### config.mk
export PLATFORM = sky130hd
export DESIGN_NAME = scancode_ascii_fifo_core
export DESIGN_NICKNAME = d
export VERILOG_FILES = /design/src/rtl/scaf_pkg.sv /design/src/rtl/scaf_map.sv /design/src/rtl/scaf_store.sv /design/src/rtl/scancode_ascii_fifo_core.sv
export SDC_FILE = /design/constraint.sdc
export NUM_CORES = 1
export LEC_CHECK = 0
export BUFFER_PORTS_ARGS = -buffer_cell sky130_fd_sc_hd__buf_4
export CAP_MARGIN = 40
export CORE_UTILIZATION = 50
export DETAILED_ROUTE_END_ITERATION = 7
export PLACE_DENSITY = 0.65
export SETUP_SLACK_MARGIN = 0.02
export SLEW_MARGIN = 25
export SYNTH_ARGS = -nofsm -noshare
export SYNTH_HDL_FRONTEND = slang
export SYNTH_SLANG_ARGS = --single-unit
### constraint.sdc
create_clock -name clk -period 9.25 [get_ports clk]
set_input_delay 0 -clock clk [delete_from_list [all_inputs] [get_ports clk]]
set_output_delay 0 -clock clk [all_outputs]
set_load 0.05 [all_outputs]
### src/rtl/scaf_pkg.sv
// Shared types, constants and the set-1 make-code table for the scancode FIFO.
package scaf_pkg;

    localparam int CHAR_W = 7;
    localparam int CODE_W = 8;
    localparam int MAKE_TABLE_SIZE = 58;
    localparam int BREAK_BIT = 7;

    // Request kinds carried on the action field.
    localparam logic ACT_SCAN = 1'b0;
    localparam logic ACT_READ = 1'b1;

    typedef logic [CHAR_W-1:0] char_t;
    typedef logic [CODE_W-1:0] code_t;

    // Decoded keyboard event: a character that is to be pushed.
    typedef struct packed {
        logic  push;
        char_t ch;
    } scaf_key_t;

    // Unshifted set-1 make codes; unused codes give zero.
    function automatic char_t make_map(input logic [5:0] idx);
        char_t c;
        c = '0;
        case (idx)
            6'd1:    c = 7'h1B;
            6'd2:    c = 7'h31;
            6'd3:    c = 7'h32;
            6'd4:    c = 7'h33;
            6'd5:    c = 7'h34;
            6'd6:    c = 7'h35;
            6'd7:    c = 7'h36;
            6'd8:    c = 7'h37;
            6'd9:    c = 7'h38;
            6'd10:   c = 7'h39;
            6'd11:   c = 7'h30;
            6'd12:   c = 7'h2D;
            6'd13:   c = 7'h3D;
            6'd14:   c = 7'h08;
            6'd15:   c = 7'h09;
            6'd16:   c = 7'h71;
            6'd17:   c = 7'h77;
            6'd18:   c = 7'h65;
            6'd19:   c = 7'h72;
            6'd20:   c = 7'h74;
            6'd21:   c = 7'h79;
            6'd22:   c = 7'h75;
            6'd23:   c = 7'h69;
            6'd24:   c = 7'h6F;
            6'd25:   c = 7'h70;
            6'd26:   c = 7'h5B;
            6'd27:   c = 7'h5D;
            6'd28:   c = 7'h0A;
            6'd30:   c = 7'h61;
            6'd31:   c = 7'h73;
            6'd32:   c = 7'h64;
            6'd33:   c = 7'h66;
            6'd34:   c = 7'h67;
            6'd35:   c = 7'h68;
            6'd36:   c = 7'h6A;
            6'd37:   c = 7'h6B;
            6'd38:   c = 7'h6C;
            6'd39:   c = 7'h3B;
            6'd40:   c = 7'h27;
            6'd41:   c = 7'h60;
            6'd43:   c = 7'h5C;
            6'd44:   c = 7'h7A;
            6'd45:   c = 7'h78;
            6'd46:   c = 7'h63;
            6'd47:   c = 7'h76;
            6'd48:   c = 7'h62;
            6'd49:   c = 7'h6E;
            6'd50:   c = 7'h6D;
            6'd51:   c = 7'h2C;
            6'd52:   c = 7'h2E;
            6'd53:   c = 7'h2F;
            6'd55:   c = 7'h2A;
            6'd57:   c = 7'h20;
            default: c = '0;
        endcase
        return c;
    endfunction

endpackage

### src/rtl/scaf_map.sv
// Scancode decoder: drops break codes and maps make codes to ASCII.
module scaf_map
    import scaf_pkg::*;
(
    input  code_t     scan_code,
    output scaf_key_t key
);

    // A break code or a code past the table yields no character.
    always_comb
    begin
        key.ch = '0;
        if (!scan_code[BREAK_BIT] && (scan_code < code_t'(MAKE_TABLE_SIZE)))
        begin
            key.ch = make_map(scan_code[5:0]);
        end
        key.push = (key.ch != '0);
    end

endmodule

### src/rtl/scaf_store.sv
// Character storage: one write port and one registered read port.
module scaf_store
    import scaf_pkg::*;
#(
    parameter int DEPTH  = 128,
    parameter int ADDR_W = 7
)
(
    input  logic              clk,
    input  logic              wr_en,
    input  logic [ADDR_W-1:0] wr_addr,
    input  char_t             wr_data,
    input  logic              rd_en,
    input  logic [ADDR_W-1:0] rd_addr,
    output char_t             rd_data
);

    char_t mem [DEPTH];
    char_t rd_data_reg;

    // Synchronous write.
    always_ff @(posedge clk)
    begin
        if (wr_en)
        begin
            mem[wr_addr] <= wr_data;
        end
    end

    // Synchronous read into the output register.
    always_ff @(posedge clk)
    begin
        if (rd_en)
        begin
            rd_data_reg <= mem[rd_addr];
        end
    end

    assign rd_data = rd_data_reg;

endmodule

### src/rtl/scancode_ascii_fifo_core.sv
// Scancode to ASCII FIFO: the top level with pointers, handshake and result register.
// It takes one request per cycle while the result side does not stall.
// The memory read and the pending stage load at the accept edge, then the result register.
// Reset clears both pointers, the pending flag and out_valid; the character store is not cleared,
// since only written entries are ever read, so there is no clearing pass after reset.
module scancode_ascii_fifo_core
    import scaf_pkg::*;
#(
    parameter int BUFFER_DEPTH = 128
)
(
    input  logic  clk,
    input  logic  rst_n,
    input  logic  in_valid,
    output logic  in_stall,
    input  logic  action,
    input  code_t scan_code,
    output logic  out_valid,
    input  logic  out_stall,
    output char_t read_char,
    output logic  read_valid,
    output logic  not_empty,
    output logic  dropped_full
);

    localparam int PTR_W = $clog2(BUFFER_DEPTH);
    localparam logic [PTR_W-1:0] PTR_LAST = PTR_W'(BUFFER_DEPTH - 1);

    logic [PTR_W-1:0] rd_ptr_reg, rd_ptr_next;
    logic [PTR_W-1:0] wr_ptr_reg, wr_ptr_next;
    logic [PTR_W-1:0] wr_ptr_inc, rd_ptr_inc;
    logic             pend_reg, pend_next;
    logic             pend_rvalid_reg, pend_ne_reg, pend_drop_reg;
    logic             out_valid_reg, out_valid_next;
    char_t            read_char_reg;
    logic             read_valid_reg, not_empty_reg, dropped_full_reg;
    logic             accept, out_free, buf_empty, buf_full;
    logic             do_push, do_pop, do_drop;
    scaf_key_t        key;
    char_t            rd_data;

    scaf_map u_map (
        .scan_code (scan_code),
        .key       (key)
    );

    scaf_store #(
        .DEPTH  (BUFFER_DEPTH),
        .ADDR_W (PTR_W)
    ) u_store (
        .clk     (clk),
        .wr_en   (do_push),
        .wr_addr (wr_ptr_reg),
        .wr_data (key.ch),
        .rd_en   (do_pop),
        .rd_addr (rd_ptr_reg),
        .rd_data (rd_data)
    );

    // Handshake: a request waits only when a pending result cannot move on.
    assign out_free = !out_valid_reg || !out_stall;
    assign in_stall = pend_reg && !out_free;
    assign accept   = in_valid && !in_stall;

    // Ring pointer arithmetic with wrap at the buffer depth.
    assign wr_ptr_inc = (wr_ptr_reg == PTR_LAST) ? '0 : wr_ptr_reg + 1'b1;
    assign rd_ptr_inc = (rd_ptr_reg == PTR_LAST) ? '0 : rd_ptr_reg + 1'b1;
    assign buf_empty  = (rd_ptr_reg == wr_ptr_reg);
    assign buf_full   = (wr_ptr_inc == rd_ptr_reg);

    // Decide what the accepted request does to the buffer.
    assign do_push = accept && (action == ACT_SCAN) && key.push && !buf_full;
    assign do_drop = accept && (action == ACT_SCAN) && key.push && buf_full;
    assign do_pop  = accept && (action == ACT_READ) && !buf_empty;

    assign wr_ptr_next = do_push ? wr_ptr_inc : wr_ptr_reg;
    assign rd_ptr_next = do_pop ? rd_ptr_inc : rd_ptr_reg;

    always_ff @(posedge clk or negedge rst_n)
    begin
        if (!rst_n)
        begin
            rd_ptr_reg <= '0;
            wr_ptr_reg <= '0;
        end
        else
        begin
            rd_ptr_reg <= rd_ptr_next;
            wr_ptr_reg <= wr_ptr_next;
        end
    end

    // Pending stage: holds the result flags while the memory read completes.
    always_comb
    begin
        pend_next = pend_reg;
        if (accept)
        begin
            pend_next = 1'b1;
        end
        else if (out_free)
        begin
            pend_next = 1'b0;
        end
    end

    always_ff @(posedge clk or negedge rst_n)
    begin
        if (!rst_n)
        begin
            pend_reg <= 1'b0;
        end
        else
        begin
            pend_reg <= pend_next;
        end
    end

    always_ff @(posedge clk)
    begin
        if (accept)
        begin
            pend_rvalid_reg <= do_pop;
            pend_ne_reg     <= (rd_ptr_next != wr_ptr_next);
            pend_drop_reg   <= do_drop;
        end
    end

    // Result register.
    always_comb
    begin
        out_valid_next = out_valid_reg;
        if (pend_reg && out_free)
        begin
            out_valid_next = 1'b1;
        end
        else if (out_valid_reg && !out_stall)
        begin
            out_valid_next = 1'b0;
        end
    end

    always_ff @(posedge clk or negedge rst_n)
    begin
        if (!rst_n)
        begin
            out_valid_reg <= 1'b0;
        end
        else
        begin
            out_valid_reg <= out_valid_next;
        end
    end

    always_ff @(posedge clk)
    begin
        if (pend_reg && out_free)
        begin
            read_char_reg    <= pend_rvalid_reg ? rd_data : '0;
            read_valid_reg   <= pend_rvalid_reg;
            not_empty_reg    <= pend_ne_reg;
            dropped_full_reg <= pend_drop_reg;
        end
    end

    assign out_valid    = out_valid_reg;
    assign read_char    = read_char_reg;
    assign read_valid   = read_valid_reg;
    assign not_empty    = not_empty_reg;
    assign dropped_full = dropped_full_reg;

    // A dropped character means the buffer was full, so it cannot be empty.
    a_drop_not_empty: assert property (@(posedge clk) disable iff (!rst_n)
        out_valid && dropped_full |-> not_empty)
        else $error("dropped character reported with an empty buffer");

    // A request either reads or drops, never both.
    a_read_xor_drop: assert property (@(posedge clk) disable iff (!rst_n)
        out_valid |-> !(read_valid && dropped_full))
        else $error("read and drop flagged in the same result");

    // A failed read carries a zero character.
    a_empty_read_zero: assert property (@(posedge clk) disable iff (!rst_n)
        out_valid && !read_valid |-> read_char == '0)
        else $error("nonzero character without read_valid");

    // A push never fills the last free slot.
    a_push_keeps_gap: assert property (@(posedge clk) disable iff (!rst_n)
        do_push |=> wr_ptr_reg != rd_ptr_reg)
        else $error("write pointer caught up with read pointer");

endmodule

==> results.yml, run 1 <==
timing:
  fin_worst_skew_ns: 0.0221
  tns_ns: 0
  final-setup-viol-count: 0
  worstMarginPinSlew_ns: 0.944
  period_needed_ns: 4.62
  hold_violations: 0
  max_slew_margin_pct: 37.0
  rsz0062_at_grt: "false"
  fmax_mhz: 217
  min_period_over_period_pct: 49.9
  slew_viol_final: 0
floorplan:
  die_h_um: 276
  initial_core_util_pct: 50.5
  io_pins: 25
  core_um2: 74400
  die_x_um: 276
  fp.dieArea_um2: 76300
  rows: 100
worst_hold_path:
  hp-class: "input port to flip-flop"
synth:
  postSynth.asyncResetShare_pct: 1.72
  ys.flop_type: "edfxtp_1"
  synth_top_area_share_pct: 73.1
  synth-seq-area-share_pct: 74.2
  syn_nets: 1797
  yosys_warnings: 0
  yosysTopAreaCell: "edfxtp_1"
  postSynthAreaPerCell_um2: 21.3
  synth-edff-count: 916
  synthTopCellsByCount: "916 x edfxtp_1, 296 x mux4_2, 150 x nor2_1"
  netlist_top_cells_area: "edfxtp_1 73%, mux4_2 18%, nor2_1 1.5%"
  netlist_area_um2: 37600
  synth_seq_cells: 932
  synth_most_common_cell: "edfxtp_1"
  netlist-cell-type-count: 77
  syn_inst: 1770
layout:
  final_layout_size_suffix_gt1_share_pct: 27.4
  fin_util_pct: 56.8
  nets: 1864
  antenna_cells: 0
  largest_reg_flops: 896
  area_delta_synth_final_pct: 12.4
  top_register: "u_store.mem"
  num-fill-cells: 5327
place:
  post-dp-hpwl_mm: 53.0
  port_buffers: 24
  finalWeightedCongestion: 0.843
clocking:
  cts-buffers-inserted: 94
  insertion_delay_ns: 0.64
  cts-root-buf: "clkbuf_16"
  cts_tree: "built"
  clk_pin_slew_worst_paths_ns: 0.07
  ctsResizeCount: 0
  htree_levels: 3
  cts_max_path_buffers: 3
  clock_sinks: 932
setup_path:
  startpoint_type: "flip-flop"
  critPathSlowestCell: "or4b_1"
  arrival_ns: 4.88
  slowest_delay_ns: 0.72
  crit_top_cell: "nor2_1"
  crit_type: "flip-flop to flip-flop"
  worstSetupEndpointType: "flip-flop"
  crit_fanout: 15
  required_ns: 9.51
  crit_chain: "ha_1, nand3_1, nor2_1, o41ai_1, o211a_1, a21boi_1, nand2_2, or4b_1, buf_4, nor2_1"
power:
  p_sw_w: 0.00314
  power_frac_comb_pct: 24.0
  seq_power_share_pct: 42.8
  power.leakage_nw: 12.9
  vdd_drop_max_uv: 220
  power_density_nw_per_um2: 268
  p_clk_share_pct: 33.2
  p_int_w: 0.00820
  switching_share_pct: 27.7
route:
  vias: 18300
  wl_per_cell_um: 30.1
  dr.pass1.iters: 5
  drt_iter0_markers: 1959
  drcViolationCount: 0
  postRouteAntennaNets: 0
  drt-total-wl_mm: 86.7
  viasPerCell: 6.36
global_route:
  antenna_found_initial: 3
  grt_pass1_wl_mm: 129
  grt_max_degree: 176
  grt_pass1_vias: 18300
  overflow: 0
  grt.total_usage_pct: 23.2
job:
  max-cap-violations: 0
status:
  status: "finished, final reports clean"
## layer usage
metal,up-vias,wire length [um],global-route usage (%)
met1,9899,36900,34.4
met5,-,21,0
met2,803,41900,36.4
met4,4,1570,5.73
met3,108,6300,3.70
li1,7533,-,-
## cell usage in the layout, fill, tap and decap left out, types with 10 or more instances in the layout
cell       netlist  layout
a21oi_1         12      10
and2_1          11      11
buf_4            8      47
bufinv_16        0      10
clkbuf_1        42      21
clkbuf_16        0      96
clkinv_1         2      16
clkinv_2         0      17
dfrtp_1         16      13
edfxtp_1       916     916
ha_1            14      14
inv_1           15      13
mux4_2         296     296
nand2_1         51      51
nand2b_1        13      13
nand3_1         21      21
nor2_1         150     149
o21ai_0         12      12
xnor2_1         13      13
xor2_1          11      11
## critical path, delay by kind of cell (launching register included)
family / cells / cell delay, ns
buffers and inverters: 1 / 0.32
AO/OA/AOI/OAI: 3 / 0.67
flip-flops: 1 / 0.67
AND/OR/NAND/NOR: 5 / 2.17
adder cells (fa/ha/maj): 1 / 0.40
## final cells by class
class	instances	area (um^2)	area share [%]
Tap cell	969	1210	2.87
Multi-Input combinational cell	720	9250	21.9
Sequential cell	932	27900	66.0
Clock inverter	56	568	1.34
Timing Repair Buffer	71	788	1.86
Inverter	18	72.6	0.172
Clock buffer	117	2480	5.87
## through the flow
step	hold WS [ns]	std cells	worst slack [ns]	total power (W)	instance area (um^2)
floorplan	-0.296	1770	2.12	0.00679	37600
global placement	-0.107	2687	4.43	0.00761	38800
detailed placement	-0.106	2695	4.57	0.00766	39000
CTS	0.116	2875	4.55	0.0114	42100
global route	0.152	2883	4.33	0.0117	42300
finish	0.148	2883	4.63	0.0113	42300
## cell families after synthesis
| family | synth area share, % |
|---|---|
| mux | 18.0 |
| flops | 74.2 |
| simple gates | 3.69 |
| compound gates | 1.66 |
| xor+xnor | 0.622 |
| fa+ha+maj | 0.466 |
| buf+inv | 1.35 |
## path summary, 6_finish.rpt
check                                          endpoint                     from  cells past startpoint  slack (ns)
max in group asynchronous       rd_ptr_reg[1]$_DFF_PN0_                    rst_n                      4        8.48
hold reg to reg                  dropped_full$_DFFE_PP_  pend_drop_reg$_DFFE_PP_                      0        0.43
setup / recovery           u_store.mem[90][4]$_DFFE_PP_  wr_ptr_reg[0]$_DFF_PN0_                     10        4.63
setup reg to reg           u_store.mem[90][4]$_DFFE_PP_  wr_ptr_reg[0]$_DFF_PN0_                     10        4.63
hold / removal              u_store.mem[5][2]$_DFFE_PP_             scan_code[7]                      3        0.15
min in group asynchronous         out_valid$_DFFE_PN0P_                    rst_n                      3        0.34
## power by group through the flow
| stage | registers [W] | clock network, W | logic, W |
|---|---|---|---|
| 2_1_floorplan | 0.00482 | 0 | 0.00197 |
| 3_3_place_gp | 0.00500 | 0 | 0.00262 |
| 3_5_place_dp | 0.00498 | 0 | 0.00268 |
| 4_1_cts | 0.00490 | 0.00383 | 0.00269 |
| 5_1_grt | 0.00486 | 0.00398 | 0.00287 |
| 6_report | 0.00485 | 0.00377 | 0.00272 |
## timing repair
item,CTS,global route
endpoints found under the hold margin,47,8
setup buffers,0,0
hold buffers,7,2
No activity file was read; power rests on OpenSTA's default activity.
==> run 2: changes to the inputs <==
Settings changed: PLACE_DENSITY 0.65 to 0.68.
Clock period 9.25 ns to 4.11 ns, I/O delays scaled along.
==> results.yml, run 2 (synthesis gave the netlist of run 1 again) <==
status:
  status: "finished, final reports clean"
layout:
  largest_reg_flops: 896
  final_cell_mix: "916 x edfxtp_1, 296 x mux4_2, 149 x nor2_1"
  final_common_cell: "edfxtp_1"
  antenna_cells: 0
  top_register: "u_store.mem"
  fin_util_pct: 56.9
  area_delta_synth_final_pct: 12.7
  nets: 1920
  instances_no_fill: 2931
  final_layout_size_suffix_gt1_share_pct: 29.5
clocking:
  clock_sinks: 932
  clk_pin_slew_worst_paths_ns: 0.06
  cts_max_path_buffers: 3
  insertion_delay_ns: 0.64
  htree_levels: 3
  ctsResizeCount: 0
  cts-buffers-inserted: 89
  cts_tree: "built"
  cts-root-buf: "clkbuf_16"
route:
  drt-total-wl_mm: 85.8
  dr.pass1.iters: 8
  vias: 18300
  wl_per_cell_um: 29.3
  drt_iter0_markers: 2098
  postRouteAntennaNets: 0
  drcViolationCount: 0
  viasPerCell: 6.25
timing:
  fin_worst_skew_ns: 0.0202
  final-setup-viol-count: 0
  worstMarginPinSlew_ns: 1.13
  rsz0062_at_grt: "false"
  slew_viol_final: 0
  tns_ns: 0
  hold_ws_ns: 0.0458
  max_slew_margin_pct: 24.8
  fmax_mhz: 259
  min_period_over_period_pct: 94.0
  hold_violations: 0
  period_needed_ns: 3.86
global_route:
  overflow: 0
  grt.total_usage_pct: 22.9
  grt_pass1_wl_mm: 128
  grt_max_degree: 161
  grt_pass1_vias: 18500
  antenna_found_initial: 1
setup_path:
  arrival_ns: 4.13
  worstSetupEndpointType: "flip-flop"
  crit_type: "flip-flop to flip-flop"
  reg2reg_depth: 10
  startpoint_type: "flip-flop"
  required_ns: 4.38
  crit_fanout: 10
floorplan:
  initial_core_util_pct: 50.5
  core_um2: 74400
  io_pins: 25
  die_x_um: 276
  rows: 100
  fp.dieArea_um2: 76300
  die_h_um: 276
place:
  finalWeightedCongestion: 0.952
  dp.cells: 2763
  port_buffers: 24
  post-dp-hpwl_mm: 53.2
power:
  power_density_nw_per_um2: 589
  vdd_drop_max_uv: 494
  power.leakage_nw: 13.2
  power_w: 0.0250
worst_hold_path:
  hp-class: "input port to flip-flop"
  holdPathStages: 4
job:
  max-cap-violations: 0
[run 2: cell types whose count changed in the layout (fill, tap and decap cells not counted), moves of 4 or more]
cell / previous run / this run
inv_6: 6 / 1
clkinv_1: 16 / 24
clkbuf_1: 21 / 11
bufinv_16: 10 / 4
clkinvlp_4: 7 / 3
buf_16: 8 / 1
buf_4: 47 / 111
buf_12: 4 / 12
clkbuf_16: 96 / 92
[run 2: critical path, stage by stage, from the launching register on]
cell and delay (ns):
dfrtp_1 0.38, ha_1 0.30, nand3_1 0.27, o22ai_1 0.18
or3_1 0.36, o211ai_1 0.14, o21ai_1 0.21, nor2_4 0.34
nand4b_2 0.45, buf_12 0.32, nor2_1 0.54
[run 2: per-layer routing]
layer  wire (um)  GRT usage (%)  part of all wire (%)
met5           0              0                     0
met4        2150           7.25                   2.5
met3        7510           4.99                   8.7
met2       40700           35.3                    47
met1       35500           33.2                    41
[run 2: repair_timing]
action                     4_1_cts  5_1_grt
setup buffers                    0        0
setup endpoints to repair        0        0
hold buffers                     6        0
hold endpoints to repair        40        0
[run 2: worst paths after layout]
| kind | slack [ns] | end | start |
|---|---|---|---|
| setup / recovery | 0.25 | u_store.mem[11][6]$_DFFE_PP_ | wr_ptr_reg[0]$_DFF_PN0_ |
| hold / removal | 0.05 | u_store.mem[24][1]$_DFFE_PP_ | scan_code[6] |
| setup reg to reg | 0.25 | u_store.mem[11][6]$_DFFE_PP_ | wr_ptr_reg[0]$_DFF_PN0_ |
| min in group asynchronous | 0.41 | rd_ptr_reg[1]$_DFF_PN0_ | rst_n |
| max in group asynchronous | 3.26 | wr_ptr_reg[3]$_DFF_PN0_ | rst_n |
| hold reg to reg | 0.43 | not_empty$_DFFE_PP_ | pend_ne_reg$_DFFE_PP_ |
[run 2: final cells by class]
cell class / instances / area [um^2]
Inverter: 18 / 72.6
Multi-Input combinational cell: 720 / 9250
Fill cell: 5318 / 32000
Sequential cell: 932 / 27900
Clock buffer: 106 / 2380
Timing Repair Buffer: 132 / 1180
Tap cell: 969 / 1210
Clock inverter: 54 / 380
[run 2: power breakdown]
part           internal [W]  switching, W
registers            0.0106      0.000161
clock network       0.00438       0.00341
logic               0.00310       0.00334
total                0.0181       0.00692
[run 2: metrics by stage]
stage          cell area (um^2)  setup slack, ns
2_1_floorplan             37600            -1.10
3_3_place_gp              39500            0.311
3_5_place_dp              39600            0.167
4_1_cts                   42400            0.276
5_1_grt                   42400           0.0693
6_report                  42400            0.247
